--- src/pwrcd_pkg.sv ---
`timescale 1ns / 1ps
`default_nettype none

package pwrcd_pkg;

   // Phase encoding: 0 .. parts-1 are code parts, parts is the trailing
   // short pulse, anything above but PHASE_IDLE is the closing sync check.
   localparam logic [7:0] PHASE_IDLE = 8'hFF;
   localparam logic [7:0] PHASE_FIRST = 8'd0;
   localparam logic [7:0] PARTS_TRI = 8'd48;
   localparam logic [7:0] PARTS_BIN = 8'd128;

   localparam logic [15:0] SYNC_THR_TRI = 16'd3720;

   // floor(d / 31) == (d * RECIP_31) >> RECIP_31_SHIFT for every 16-bit d
   localparam logic [16:0] RECIP_31 = 17'd67651;
   localparam int unsigned RECIP_31_SHIFT = 21;

   localparam logic [12:0] PERIOD_MIN_BIN = 13'd320;
   localparam logic [12:0] PERIOD_MAX_BIN = 13'd450;

   localparam logic [3:0] PAT_TRI_ZERO = 4'b1010;
   localparam logic [3:0] PAT_TRI_ONE = 4'b0101;
   localparam logic [3:0] PAT_TRI_FLOAT = 4'b0110;
   localparam logic [3:0] PAT_BIN_ZERO = 4'b1000;
   localparam logic [3:0] PAT_BIN_ONE = 4'b0010;

   localparam logic [1:0] SYM_ZERO = 2'd0;
   localparam logic [1:0] SYM_ONE = 2'd1;
   localparam logic [1:0] SYM_FLOAT = 2'd2;

   localparam logic [1:0] REG_DECODE_MODE = 2'd0;
   localparam logic [1:0] REG_MIN_REPEATS = 2'd1;
   localparam logic [1:0] REG_EST_SYNC_WIDTH = 2'd2;

   localparam logic [7:0] REPEAT_MAX = 8'd255;

   // Width class of one interval against the current unit period.
   typedef struct packed {
      logic is_short;
      logic is_long;
      logic sync_ok;
   } width_class_type;

endpackage

`default_nettype wire

--- src/pwrcd_classify.sv ---
`timescale 1ns / 1ps
`default_nettype none

// Classify an interval as short, long or closing sync. The floor(p*k/10)
// limits are compared as 10*d against p*k, so no divider is needed.
module pwrcd_classify (
   input  wire logic [15:0]               interval_us,
   input  wire logic [12:0]               period,
   input  wire logic                      decode_mode,
   output pwrcd_pkg::width_class_type     width_class
);

   logic [19:0] d_wide;
   logic [19:0] d_x10;
   logic [19:0] d_x10_up;
   logic [19:0] p_wide;
   logic [19:0] p_x4;
   logic [19:0] p_x16;
   logic [19:0] p_x23;
   logic [19:0] p_x37;
   logic [19:0] p_x47;
   logic [19:0] p_max3;
   logic [19:0] p_x25;
   logic [19:0] p_x36;

   assign d_wide = {4'd0, interval_us};
   assign d_x10 = (d_wide << 3) + (d_wide << 1);
   assign d_x10_up = d_x10 + 20'd10;

   assign p_wide = {7'd0, period};
   assign p_x4 = p_wide << 2;
   assign p_x16 = p_wide << 4;
   assign p_x23 = p_x16 + p_x4 + (p_wide << 1) + p_wide;
   assign p_x37 = (p_wide << 5) + p_x4 + p_wide;
   assign p_x47 = (p_wide << 5) + p_x16 - p_wide;
   assign p_x25 = p_x16 + (p_wide << 3) + p_wide;
   assign p_x36 = (p_wide << 5) + p_x4;
   assign p_max3 = decode_mode ? p_x47 : p_x37;

   // d >= floor(x/10) <=> 10d + 10 > x ; d <= floor(x/10) <=> 10d <= x
   assign width_class.is_short = (d_x10_up > p_x4) && (d_x10 <= p_x16);
   assign width_class.is_long = (d_x10_up > p_x23) && (d_x10 <= p_max3);
   assign width_class.sync_ok = (d_wide >= p_x25) && (d_wide <= p_x36);

endmodule

`default_nettype wire

--- src/pulse_width_remote_code_decoder.sv ---
`timescale 1ns / 1ps
`default_nettype none

// Pulse-width remote code decoder. Each req transaction carries the time in
// microseconds between successive edges of the received signal; each one yields
// exactly one rsp transaction. The block waits for a long sync interval,
// takes the unit period from it (interval/31 in tristate mode, interval/8
// accepted only in 320..450 in binary mode), then classes the following intervals
// as short or long, four to a symbol, and shifts the symbols into a code.
// After the trailing short pulse and a 25..36 period sync, a code seen
// min_repeats times in a row is reported with code_valid set, along with
// its unit period; receiving shows whether the decoder is inside a frame.
// Rate: one transaction per clock cycle, sustained while rsp_ready is high.
// A transaction passes the input register, then the single-pass decode into
// the result register, which is also where all decoder state is updated.
// Configuration writes take effect at the next edge; write them only while
// no transaction is in flight.
module pulse_width_remote_code_decoder (
   input  wire logic        clock,
   input  wire logic        reset,

   input  wire logic        req_valid,
   output logic             req_ready,
   input  wire logic [15:0] req_interval_us,

   output logic             rsp_valid,
   input  wire logic        rsp_ready,
   output logic             rsp_code_valid,
   output logic [31:0]      rsp_code_value,
   output logic [12:0]      rsp_unit_period,
   output logic             rsp_receiving,

   input  wire logic        csr_wr_en,
   input  wire logic [1:0]  csr_index,
   input  wire logic [15:0] csr_wdata
);

   // configuration
   logic        decode_mode_ff;
   logic [7:0]  min_repeats_ff;
   logic [15:0] est_sync_width_ff;

   // input register
   logic        in_valid_ff, in_valid_in;
   logic [15:0] in_interval_ff;

   // decoder state
   logic [7:0]  phase_ff, phase_in;
   logic [3:0]  part_bits_ff, part_bits_in;
   logic [31:0] code_acc_ff, code_acc_in;
   logic [31:0] last_code_ff, last_code_in;
   logic [7:0]  repeat_count_ff, repeat_count_in;
   logic [12:0] period_ff, period_in;

   // result register
   logic        out_valid_ff, out_valid_in;
   logic        out_code_valid_ff, out_code_valid_in;
   logic [31:0] out_code_value_ff, out_code_value_in;
   logic [12:0] out_period_ff, out_period_in;
   logic        out_receiving_ff, out_receiving_in;

   logic        advance;
   pwrcd_pkg::width_class_type width_class;

   logic [7:0]  parts;
   logic [15:0] sync_thr;
   logic [32:0] recip_prod;
   logic [12:0] new_period;
   logic        period_ok;
   logic [3:0]  part_mask;
   logic [3:0]  bits_next;
   logic [1:0]  sym;
   logic        sym_ok;
   logic [31:0] acc_shifted;
   logic [7:0]  rep_base;
   logic [7:0]  rep_next;

   pwrcd_classify u_classify (
      .interval_us (in_interval_ff),
      .period      (period_ff),
      .decode_mode (decode_mode_ff),
      .width_class (width_class)
   );

   // Decode one transaction when the result register is free or draining.
   assign advance = in_valid_ff && (!out_valid_ff || rsp_ready);
   assign req_ready = !in_valid_ff || advance;
   assign in_valid_in = req_valid ? 1'b1 : (advance ? 1'b0 : in_valid_ff);

   assign parts = decode_mode_ff ? pwrcd_pkg::PARTS_BIN : pwrcd_pkg::PARTS_TRI;
   assign sync_thr = decode_mode_ff ? est_sync_width_ff : pwrcd_pkg::SYNC_THR_TRI;

   // Unit period from the start sync: shift in binary mode, reciprocal in
   // tristate mode.
   assign recip_prod = {17'd0, in_interval_ff} * {16'd0, pwrcd_pkg::RECIP_31};
   assign new_period = decode_mode_ff ? in_interval_ff[15:3]
                                      : {1'b0, recip_prod[32:pwrcd_pkg::RECIP_31_SHIFT]};
   assign period_ok = !decode_mode_ff ||
                      ((new_period >= pwrcd_pkg::PERIOD_MIN_BIN) &&
                       (new_period <= pwrcd_pkg::PERIOD_MAX_BIN));

   // Part bit k is set by a long interval, cleared by a short one.
   assign part_mask = 4'b0001 << phase_ff[1:0];
   assign bits_next = width_class.is_short ? (part_bits_ff & ~part_mask)
                                           : (part_bits_ff | part_mask);

   // Map the four parts to a symbol.
   always_comb begin
      sym = pwrcd_pkg::SYM_ZERO;
      sym_ok = 1'b0;
      if (decode_mode_ff) begin
         case (bits_next)
            pwrcd_pkg::PAT_BIN_ZERO: begin
               sym = pwrcd_pkg::SYM_ZERO;
               sym_ok = 1'b1;
            end
            pwrcd_pkg::PAT_BIN_ONE: begin
               sym = pwrcd_pkg::SYM_ONE;
               sym_ok = 1'b1;
            end
            default: begin
               sym = pwrcd_pkg::SYM_ZERO;
               sym_ok = 1'b0;
            end
         endcase
      end else begin
         case (bits_next)
            pwrcd_pkg::PAT_TRI_ZERO: begin
               sym = pwrcd_pkg::SYM_ZERO;
               sym_ok = 1'b1;
            end
            pwrcd_pkg::PAT_TRI_ONE: begin
               sym = pwrcd_pkg::SYM_ONE;
               sym_ok = 1'b1;
            end
            pwrcd_pkg::PAT_TRI_FLOAT: begin
               sym = pwrcd_pkg::SYM_FLOAT;
               sym_ok = 1'b1;
            end
            default: begin
               sym = pwrcd_pkg::SYM_ZERO;
               sym_ok = 1'b0;
            end
         endcase
      end
   end

   // Base 3 or base 2 shift; wraps at 32 bits.
   assign acc_shifted = decode_mode_ff ? (code_acc_ff << 1)
                                       : ((code_acc_ff << 1) + code_acc_ff);

   // Repeat counting: restart on a new code, saturate at the top.
   assign rep_base = (code_acc_ff == last_code_ff) ? repeat_count_ff : 8'd0;
   assign rep_next = (rep_base < pwrcd_pkg::REPEAT_MAX) ? (rep_base + 8'd1) : rep_base;

   always_comb begin
      phase_in = phase_ff;
      part_bits_in = part_bits_ff;
      code_acc_in = code_acc_ff;
      last_code_in = last_code_ff;
      repeat_count_in = repeat_count_ff;
      period_in = period_ff;
      out_code_valid_in = out_code_valid_ff;
      out_code_value_in = out_code_value_ff;
      out_period_in = out_period_ff;
      out_receiving_in = out_receiving_ff;

      if (advance) begin
         out_code_valid_in = 1'b0;
         out_code_value_in = 32'd0;
         out_period_in = 13'd0;

         if (phase_ff == pwrcd_pkg::PHASE_IDLE) begin
            // wait for the start sync
            if ((in_interval_ff > sync_thr) && period_ok) begin
               period_in = new_period;
               code_acc_in = 32'd0;
               if (!decode_mode_ff) begin
                  last_code_in = 32'd0;
                  repeat_count_in = 8'd0;
               end
               phase_in = pwrcd_pkg::PHASE_FIRST;
            end
         end else if (phase_ff < parts) begin
            // one code part
            if (!width_class.is_short && !width_class.is_long) begin
               phase_in = pwrcd_pkg::PHASE_IDLE;
            end else begin
               part_bits_in = bits_next;
               if (phase_ff[1:0] == 2'd3) begin
                  code_acc_in = acc_shifted + {30'd0, sym};
                  phase_in = sym_ok ? (phase_ff + 8'd1) : pwrcd_pkg::PHASE_IDLE;
               end else begin
                  phase_in = phase_ff + 8'd1;
               end
            end
         end else if (phase_ff == parts) begin
            // trailing short pulse
            phase_in = width_class.is_short ? (phase_ff + 8'd1) : pwrcd_pkg::PHASE_IDLE;
         end else begin
            // closing sync
            if (!width_class.sync_ok) begin
               phase_in = pwrcd_pkg::PHASE_IDLE;
            end else begin
               last_code_in = code_acc_ff;
               repeat_count_in = rep_next;
               if (rep_next >= min_repeats_ff) begin
                  out_code_valid_in = 1'b1;
                  out_code_value_in = code_acc_ff;
                  out_period_in = period_ff;
                  phase_in = pwrcd_pkg::PHASE_IDLE;
               end else begin
                  code_acc_in = 32'd0;
                  phase_in = decode_mode_ff ? pwrcd_pkg::PHASE_IDLE
                                            : pwrcd_pkg::PHASE_FIRST;
               end
            end
         end

         out_receiving_in = (phase_in != pwrcd_pkg::PHASE_IDLE);
      end
   end

   // Hold the result until it is taken; load a new one on advance.
   assign out_valid_in = advance ? 1'b1 : (rsp_ready ? 1'b0 : out_valid_ff);

   always_ff @(posedge clock) begin
      if (reset) begin
         decode_mode_ff <= 1'b0;
         min_repeats_ff <= 8'd2;
         est_sync_width_ff <= 16'd1920;
         in_valid_ff <= 1'b0;
         out_valid_ff <= 1'b0;
         phase_ff <= pwrcd_pkg::PHASE_IDLE;
         part_bits_ff <= 4'd0;
         code_acc_ff <= 32'd0;
         last_code_ff <= 32'd0;
         repeat_count_ff <= 8'd0;
         period_ff <= 13'd0;
      end else begin
         if (csr_wr_en) begin
            case (csr_index)
               pwrcd_pkg::REG_DECODE_MODE: decode_mode_ff <= csr_wdata[0];
               pwrcd_pkg::REG_MIN_REPEATS: min_repeats_ff <= csr_wdata[7:0];
               pwrcd_pkg::REG_EST_SYNC_WIDTH: est_sync_width_ff <= csr_wdata;
               default: begin
               end
            endcase
         end
         in_valid_ff <= in_valid_in;
         out_valid_ff <= out_valid_in;
         phase_ff <= phase_in;
         part_bits_ff <= part_bits_in;
         code_acc_ff <= code_acc_in;
         last_code_ff <= last_code_in;
         repeat_count_ff <= repeat_count_in;
         period_ff <= period_in;
      end
   end

   // payload registers
   always_ff @(posedge clock) begin
      if (req_valid && req_ready) begin
         in_interval_ff <= req_interval_us;
      end
      out_code_valid_ff <= out_code_valid_in;
      out_code_value_ff <= out_code_value_in;
      out_period_ff <= out_period_in;
      out_receiving_ff <= out_receiving_in;
   end

   assign rsp_valid = out_valid_ff;
   assign rsp_code_valid = out_code_valid_ff;
   assign rsp_code_value = out_code_value_ff;
   assign rsp_unit_period = out_period_ff;
   assign rsp_receiving = out_receiving_ff;

endmodule

`default_nettype wire
--- config.mk ---
export PLATFORM = sky130hd
export DESIGN_NAME = pulse_width_remote_code_decoder
export DESIGN_NICKNAME = d
export VERILOG_FILES = /design/src/pwrcd_pkg.sv /design/src/pwrcd_classify.sv /design/src/pulse_width_remote_code_decoder.sv
export SDC_FILE = /design/constraint.sdc
export NUM_CORES = 1
export LEC_CHECK = 0
export BUFFER_PORTS_ARGS = -buffer_cell sky130_fd_sc_hd__buf_2
export CAP_MARGIN = 15
export CORE_MARGIN = 2
export CORE_UTILIZATION = 60
export CTS_BUF_LIST = sky130_fd_sc_hd__clkbuf_4 sky130_fd_sc_hd__clkbuf_8 sky130_fd_sc_hd__clkbuf_16
export CTS_CLUSTER_SIZE = 14
export DETAILED_ROUTE_END_ITERATION = 8
export HOLD_SLACK_MARGIN = 0.06
export PLACE_DENSITY = 0.84
export SYNTH_ARGS = -nofsm -noshare
export SYNTH_HDL_FRONTEND = slang
export SYNTH_SLANG_ARGS = --single-unit
--- constraint.sdc ---
create_clock -name clock -period 16.18 [get_ports clock]
set_clock_uncertainty 0.05 [all_clocks]
set_input_delay 3.236 -clock clock [delete_from_list [all_inputs] [get_ports clock]]
set_output_delay 3.236 -clock clock [all_outputs]
set_load 0.005 [all_outputs]
Yosys cells after proc, flatten, opt, wreduce, memory -nomap -nowiden
Cells that the tools add are included.
{ "word_totals": {"output_inout_bits": 49, "wordCells": 154, "register_bits": 187} }
{ "classes": {"n_lt_le_gt_ge": 12, "add_sub_neg": 15, "reduce_logical": 32, "shift": 1, "mux": 51, "eq_ne": 19, "multipliers": 1, "bitwise": 7} }
{ "op_table": {"columns": ["operator", "count"], "rows": [
  ["32-bit 2-to-1 mux", 15],
  ["8-bit 2-to-1 mux", 21],
  ["20-bit by 13-bit adder with 20-bit output", 3],
  ["16-bit by 17-bit multiplier with 33-bit output, second input constant", 1],
  ["32-bit by 2-bit adder with 32-bit output", 1],
  ["32-bit adder", 1],
  ["32-bit == test", 1],
  ["19-bit by 17-bit adder with 20-bit output", 1],
  ["20-bit by 14-bit adder with 20-bit output", 1],
  ["20-bit by 4-bit adder with 20-bit output, second input constant", 1],
  ["16-bit by 20-bit greater-or-equal comparator with 1-bit output", 1],
  ["20-bit by 15-bit greater-than comparator with 1-bit output", 1],
  ["20-bit greater-than comparator", 1],
  ["20-bit by 17-bit <= comparator with 1-bit output", 1],
  ["20-bit <= comparator", 1],
  ["20-bit 2-to-1 mux", 1],
  ["20-bit by 13-bit subtractor with 20-bit output", 1],
  ["18-bit by 15-bit adder with 19-bit output", 1],
  ["18-bit by 17-bit adder with 19-bit output", 1],
  ["16-bit by 19-bit <= comparator with 1-bit output", 1],
  ["17-bit by 15-bit adder with 18-bit output", 1],
  ["17-bit by 16-bit adder with 18-bit output", 1],
  ["8-bit by 1-bit adder with 8-bit output, second input constant", 2],
  ["16-bit greater-than comparator", 1],
  ["42 further kinds", 77]
]} }

Logic depth before layout (Yosys ltp)
Gate-level depths: netlist (run 1).
{ "logic_depth": {"word_depth": 16, "depth_mapped": 37, "mapped_depth_nobuf": 35} }

Modules after synthesis
From an unflattened synthesis (run 1), not the netlist that was laid out.
{ "unflattened": {"cells_unflattened": 2413, "hier_area_um2": 20778.7} }
{ "modules_own_cells": {"columns": ["module", "cells_each", "area_each_um2", "instances"], "rows": [
  ["pulse_width_remote_code_decoder", 1515, 13549.2, 1],
  ["pwrcd_classify", 898, 7229.4, 1]
]} }

Worst setup path after synthesis (run 1)
Ideal clock, no wire load.
{ "synth_path": {"kind": "register to register", "startpoint": "register in_interval_ff[0]", "endpoint": "register code_acc_ff[28]", "setup_time_ns": 0.133, "n_path_buf": 1, "t_arrival_ns": 6.672, "path_stages_with_launch": 34, "slack_ns": 9.325, "cell_sequence": "edfxtp_1 > ha_1 > inv_1 > fa_1 > inv_1 > o21ai_0 > or2_2 > nor3_1 > and3_1 > nand3_1 > xnor2_1 > ha_1 > nand2_1 > a2111o_1 > a31oi_1 > nor2_1 > mux2i_1 > a21oi_2 > a31oi_1 > buf_4 > a21oi_1 > nor2b_1 > nand2_1 > a21oi_1 > ha_1 > fa_1 > nand3b_1 > or3_1 > nor2_1 > nand3_1 > or4_1 > xor2_1 > o211ai_1 > a31oi_1"} }
{ "synth_between": {"elab_chain_len": 13} }
{ "synth_rtl": {"columns": ["item", "line_no", "text"], "rows": [
  ["start, declared", "pulse_width_remote_code_decoder.sv:45", "logic [15:0] in_interval_ff;"],
  ["start signal, assigned", "pulse_width_remote_code_decoder.sv:264", "in_interval_ff <= req_interval_us;"],
  ["19-bit by 17-bit adder with 20-bit output", "pwrcd_classify.sv:27", "assign d_x10 = (d_wide << 3) + (d_wide << 1);"],
  ["20-bit by 4-bit adder with 20-bit output", "pwrcd_classify.sv:28", "assign d_x10_up = d_x10 + 20'd10;"],
  ["20-bit by 15-bit greater-than comparator with 1-bit output", "pwrcd_classify.sv:41", "assign width_class.is_short = (d_x10_up > p_x4) && (d_x10 <= p_x16);"],
  ["1-bit logical AND", "pwrcd_classify.sv:41", null],
  ["4-bit 2-to-1 mux", "pulse_width_remote_code_decoder.sv:104", "assign bits_next = width_class.is_short ? (part_bits_ff & ~part_mask)"],
  ["4-bit by 3-bit == test with 1-bit output / 4-bit by 2-bit == test with 1-bit output (equally long branches)", "pulse_width_remote_code_decoder.sv:127, pulse_width_remote_code_decoder.sv:112", null],
  ["2-bit one-hot mux with 2 select lines / 1-bit 2-to-1 mux (equally long branches)", "pulse_width_remote_code_decoder.sv:127, pulse_width_remote_code_decoder.sv:112", null],
  ["2-bit 2-to-1 mux", "pulse_width_remote_code_decoder.sv:111", "if (decode_mode_ff) begin"],
  ["32-bit by 2-bit adder with 32-bit output", "pulse_width_remote_code_decoder.sv:191", "code_acc_in = acc_shifted + {30'd0, sym};"],
  ["32-bit 2-to-1 mux", "pulse_width_remote_code_decoder.sv:190", "if (phase_ff[1:0] == 2'd3) begin"],
  ["32-bit 2-to-1 mux", "pulse_width_remote_code_decoder.sv:186", "if (!width_class.is_short && !width_class.is_long) begin"],
  ["32-bit 2-to-1 mux", "pulse_width_remote_code_decoder.sv:184", "end else if (phase_ff < parts) begin"],
  ["32-bit 2-to-1 mux", "pulse_width_remote_code_decoder.sv:173", "if (phase_ff == pwrcd_pkg::PHASE_IDLE) begin"],
  ["end signal, assigned", "pulse_width_remote_code_decoder.sv:254", "code_acc_ff <= code_acc_in;"],
  ["end, declared", "pulse_width_remote_code_decoder.sv:50", "logic [31:0] code_acc_ff, code_acc_in;"]
]} }
Several ways; a longest one is shown, not always the timed one. The select of a mux whose other input is x is not followed.
A chain may end at the register's enable or synchronous reset.

Worst setup path in the final report (run 1)
{ "layout_path": {"startpoint": "register in_interval_ff[0]", "endpoint": "register code_acc_ff[27]"} }
Same word-level chain as after synthesis.

==> metrics, run 1 <==
Post-Syn Instances 2698; postcts setup bufs 0; CP Launch Point in_interval_ff[0]; CTS tree yes; gpl congestion 1.04; EDFF count, synth 63; DRT Wirelength 66000 um; commonest non-fill, non-tap cell in the layout ha_1; Antenna Diode Count 0; Mapped Nets 3143; most frequent cells in the layout 366 x ha_1, 252 x nand2_1, 216 x a21oi_1; max-cap violations 0; H-tree Lvls 4; CP Data Arrival Time 9.05 ns; layout cell share with drive strength beyond 1 7.34%; first-pass GRT wire length around 110000 um; CP Capture Point code_acc_ff[27]; Worst path slowest cell a31oi_1; static leakage 10.5 nW; final core utilization 65.1%; Power per Cell Area ~77 nW/um^2; Yosys cell types 98; Hold Crit Class register to register; R2R Path Start in_interval_ff[0]; GRT overflow 0; Hold Violations, Final 0; violated checks DRC; Area Overhead vs Synth 6.26%; Clock Path Buffers 2; Avg Inst Size Synth between 8 and 9 um^2; r2r worst-path depth 32; total core area 35700 um^2; RSZ-0062 raised after global routing no; Yosys warning count 0; CP startpoint kind register; Worst-Skew Late Latency 0.47 ns; Fmax 114 MHz; status complete, but fails checks; initial antenna violation count 0; largest net degree at the start of global routing 85; crit-path most repeated cell nand2_1; final setup fails 0; # rows 69; CTS clock-pin slew for the worst setup and hold paths 0.08 ns; dpl cells between 3000 and 4000; # resized after CTS 0; vias post-DR 21100; number of global-route vias before repair 20100; #FFs+latches synth 187; worst vdd ir 0.0000811 V; IO Pins slightly below 90; DIE HEIGHT 195 um; # DRC 1; First-pass DRT Iterations 8; max incr delay on CP 0.67 ns; Max Slew Vio Count 0; CP endpoint kind register; top-area cell type share of the netlist area 20.9%; Worst Max-Slew Pin Slew between 1 and 1.5 ns; top_reg_cell synth dfxtp_1; Routed Antenna Nets 0; Initial Utilization between 60% and 70%; Seq/Total Area, Yosys 20.0%; Post-synth ARST share 0%; chip width 195 um; vias per cell 6.60; Reg2Reg Setup Slack about 7.4 ns; hold buffer count at cts 0; final net count about 3200; Final Critical Period 8.74 ns; Slew headroom between 20% and 30%; Netlist Area Pre-Place 21900 um^2; largest cells by area after synthesis ha_1 21%, dfxtp_1 11%, edfxtp_1 8.6%, a21oi_1 4.9%, xnor2_1 4.9%; die area 38100 um^2; Layout Cells excl Fill 3200; Port Buffer Count 87; drt wl/cell slightly above 20 um; Clock Tree Root clkbuf_16; worst r2r dst code_acc_ff[27]; Final HPWL DP 50200 um; Fin Setup TNS 0 ns; GR Util All Layers roughly a third; critical path type register to register; clk sinks 187; cell taking the most area after synthesis ha_1; DR iter-0 viols 2378; CP max FO 11; Num CTS Buffers 17; Worst Path Required 16.49 ns; Final Cycle Share 54.0%
==> cell type report <==
cell class,instances,area (um^2)
multi-input combinational,2207,16400
fill,3032,12500
tap,461,577
timing repair buffer,108,603
clock buffer,19,447
sequential,187,4380
inverter,205,771
clock inverter,13,114
==> registers in the layout (all words and copies together), names as in the netlist, 4 cells and up <==
signal / cells
in_interval_ff: 16
est_sync_width_ff: 16
rsp_code_value: 32
phase_ff: 8
part_bits_ff: 4
min_repeats_ff: 8
last_code_ff: 32
rsp_unit_period: 13
code_acc_ff: 32
repeat_count_ff: 8
period_ff: 13
==> cell usage after synthesis, types with 28 or more instances <==
cell,count
dfxtp_1,124
a21o_1,69
nand4_1,82
nand3_1,58
a211oi_1,31
xor2_1,53
nor2b_1,30
a21oi_1,216
and3_1,44
ha_1,366
mux2i_1,33
nand2_1,252
and2_1,44
edfxtp_1,63
nor3_1,79
xnor2_1,123
clkbuf_1,79
o21a_1,28
nor2_1,174
fa_1,40
inv_1,202
o21ai_0,126
==> cells by family after synthesis <==
kind of cell	count (synthesis)	share of synthesized area, %
compound gates	689	20.6
xor+xnor	176	7.03
fa+ha+maj	406	24.6
buf+inv	304	5.32
flops	187	20.0
mux	42	1.97
simple gates	894	20.6
==> per-stage QoR <==
stage	worst slack (ns)	cell area, um^2	hold WS [ns]	total power, mW
floorplan	9.33	21900	0.382	1.13
global placement	7.97	22700	0.395	1.32
detailed placement	7.65	22700	0.397	1.35
CTS	7.58	23300	0.407	1.77
global route	6.82	23300	0.430	1.90
finish	7.44	23300	0.408	1.78
==> per-layer routing <==
layer | up-vias | global-route usage (%) | part of all wire, %
li1 | 9860 | - | -
met1 | 9903 | 48.0 | 42
met2 | 1159 | 53.6 | 44
met3 | 197 | 5.63 | 10
met4 | 0 | 12.8 | 3.8
met5 | - | 0 | 0
==> worst min path at each step <==
| stage | from | cells after the start | slack, ns | end |
|---|---|---|---|---|
| 4_1_cts | est_sync_width_ff[15] | 2 | 0.41 | est_sync_width_ff[15] |
| 5_1_grt | est_sync_width_ff[15] | 2 | 0.43 | est_sync_width_ff[15] |
| 6_report | est_sync_width_ff[0] | 2 | 0.41 | est_sync_width_ff[0] |
| 3_5_place_dp | est_sync_width_ff[15] | 2 | 0.40 | est_sync_width_ff[15] |
| 2_1_floorplan | est_sync_width_ff[0] | 2 | 0.38 | est_sync_width_ff[0] |
| 3_3_place_gp | est_sync_width_ff[0] | 2 | 0.40 | est_sync_width_ff[0] |
==> worst max-delay path: cells and delay by family, from the launching register on <==
| kind | cells | cell delay, ns |
|---|---|---|
| buffers and inverters | 1 | 0.07 |
| adder cells (fa/ha/maj) | 4 | 1.22 |
| flip-flops | 1 | 0.66 |
| AO/OA/AOI/OAI | 12 | 2.70 |
| XOR/XNOR | 3 | 0.90 |
| AND/OR/NAND/NOR | 11 | 2.70 |
| multiplexers | 1 | 0.34 |
==> power breakdown <==
group	leakage, nW	internal, mW	total [mW]	switching [mW]
sequential	1.62	0.499	0.527	0.0284
combinational	8.63	0.329	0.841	0.512
clock	0.282	0.207	0.416	0.209
total	10.5	1.03	1.78	0.750
(Power assumes the default switching activity.)
==> run 2: changes to the inputs <==
==> constraint.sdc (replaced) <==
create_clock -name clock -period 8.7 [get_ports clock]
set_clock_uncertainty 0.05 [all_clocks]
set_input_delay 1.74 -clock clock [delete_from_list [all_inputs] [get_ports clock]]
set_output_delay 1.74 -clock clock [all_outputs]
set_load 0.005 [all_outputs]
==> run 2 against run 1 <==
Effect of this change:
- core utilization grew 0.23 points
- highest routed layer unchanged
- largest cell class unchanged
- global-route usage grew 0.25 points
- largest power group unchanged
- the run now ends clean
- final cell count up 0.22%
- maximum frequency grew 6.2%
- sequential power increased by 85%
- cell area is 0.35% higher
==> metrics, run 2 (synthesis gave the netlist of run 1 again) <==
Clock Tree Root clkbuf_16; die area 38100 um^2 (unchanged); DRT Wirelength 66300 um (+0.43%); Place WS 0.693 ns (-6.96 ns); r2r worst-path depth 32 (unchanged); layout cell share with drive strength beyond 1 7.57% (+0.24 points); final core utilization 65.4% (+0.23 points); critical path type register to register; max-cap violations 0 (unchanged); CP Data Arrival Time 8.59 ns (-0.46 ns); R2R Path Start in_interval_ff[3]; Sw Share 42.5% (+0.50 points); largest net degree at the start of global routing 68 (-20%); Area Overhead vs Synth 6.63%; # DRC 0 (-1); commonest non-fill, non-tap cell in the layout ha_1; final net count 3178 (+0.22%); Fin Setup TNS 0 ns (unchanged); Combinational Power Share 46.9% (-0.2 points); worst r2r dst code_acc_ff[25]; number of global-route vias before repair 20600 (+2.5%); First-pass DRT Iterations 6 (-2); Worst Max-Slew Pin Slew 1.04 ns (-0.0452 ns); CP Capture Point code_acc_ff[25]; Reg power frac 28.8% (-0.8 points); CTS tree yes; Worst Path Required 9.06 ns (-7.43 ns); Fmax 121 MHz (+6.2%); Final HPWL DP 50700 um (+1.0%); drt wl/cell 20.7 um (+0.21%); total core area 35700 um^2 (unchanged); Crit path max-delay family simple AND/OR/NAND/NOR gates; Max Slew Vio Count 0 (unchanged); Worst-Skew Late Latency 0.47 ns (about the same); static leakage 10.6 nW (+0.38%); max incr delay on CP 0.68 ns (about the same); hold buffer count at cts 0 (unchanged); Clk network pwr share 24.3% (+1.0 points); initial antenna violation count 0 (unchanged); Num CTS Buffers 17 (unchanged); Final Cycle Share 94.6% (+41 points); final setup fails 0 (unchanged); Slew headroom 30.7% (+2.8 points); RSZ-0062 raised after global routing no; vias per cell 6.60 (about the same); vias post-DR 21200 (+0.17%); NetSw 1.44 mW (+92%); GR Util All Layers 34.7% (+0.25 points); most frequent cells in the layout 366 x ha_1, 252 x nand2_1, 216 x a21oi_1; Hold Crit Class register to register; FILL cells 3064 (+1.1%); Hold Violations, Final 0 (unchanged); cell area after layout 23400 um^2 (+0.35%); WP depth 32 (unchanged); Reg2Reg Setup Slack 0.47 ns (-6.97 ns); Placed Area 22800 um^2 (+0.26%); CTS clock-pin slew for the worst setup and hold paths 0.09 ns (about the same); final setup margin 0.468 ns (-6.97 ns); CP Launch Point in_interval_ff[3]; DIE HEIGHT 195 um (unchanged); Final Critical Period 8.23 ns (-0.510 ns); Antenna Diode Count 0 (unchanged); first-pass GRT wire length 106000 um (+0.38%); status completed; IO Pins 88 (unchanged); gpl congestion 1.02 (-2.0%); Power per Cell Area 145 nW/um^2 (+89%); DR iter-0 viols 2229 (-6.3%); # resized after CTS 0 (unchanged); Int Pwr 1.95 mW (+88%); CP startpoint kind register; chip width 195 um (unchanged); CP endpoint kind register; worst vdd ir 0.000172 V (+110%); CP max FO 12 (+1); Worst path slowest cell edfxtp_1; postcts setup bufs 0 (unchanged); Crit path buffers/inverters 2 (+1); clk sinks 187 (unchanged); GRT overflow 0 (unchanged); Initial Utilization 61.3% (unchanged); Routed Antenna Nets 0 (unchanged); H-tree Lvls 4 (unchanged); Port Buffer Count 87 (unchanged); HP Start est_sync_width_ff[13]; Clock Path Buffers 2 (unchanged); # rows 69 (unchanged)
run 2: power groups by stage:
stage	clock network [mW]	registers [mW]	logic, mW
finish	0.823	0.977	1.59
global route	0.854	0.980	1.75
CTS	0.821	0.974	1.55
detailed placement	0	0.995	1.53
global placement	0	0.992	1.47
floorplan	0	0.979	1.12
run 2: tightest hold or removal path, cell delays in order (launching register included):
cell and delay, ns:
dfxtp_1 0.31, nand2_1 0.05, a21oi_1 0.05
run 2: worst min path at each step:
stage	slack, ns	to	cells past startpoint
after floorplan	0.38	est_sync_width_ff[0]	2
after global placement	0.40	est_sync_width_ff[0]	2
after detailed placement	0.40	est_sync_width_ff[4]	2
after CTS	0.41	est_sync_width_ff[4]	2
after global routing	0.43	last_code_ff[12]	2
final	0.41	est_sync_width_ff[13]	2
run 2: final cells by class:
type	count	area [um^2]	area share (%)
clock inverters	14	148	0.632
multi-input cells	2207	16400	70.2
clock buffers	18	450	1.93
repair buffers	115	648	2.77
flip-flops and latches	187	4380	18.7
inverters	205	771	3.30
well taps	461	577	2.47
run 2: metrics by stage:
step                hold WS (ns)  power [mW]  std cells
global placement           0.395        2.46       3175
detailed placement         0.399        2.53       3175
finish                     0.409        3.39       3207
floorplan                  0.382        2.10       2698
global route               0.435        3.59       3207
CTS                        0.410        3.34       3207
run 2: metal layers:
metal,GRT usage [%],vias to the layer above,share of wire (%)
met5,0,-,0
met4,13.4,0,3.5
met3,6.51,180,9.8
met2,55.3,1143,44
met1,46.5,9953,42
li1,-,9879,-
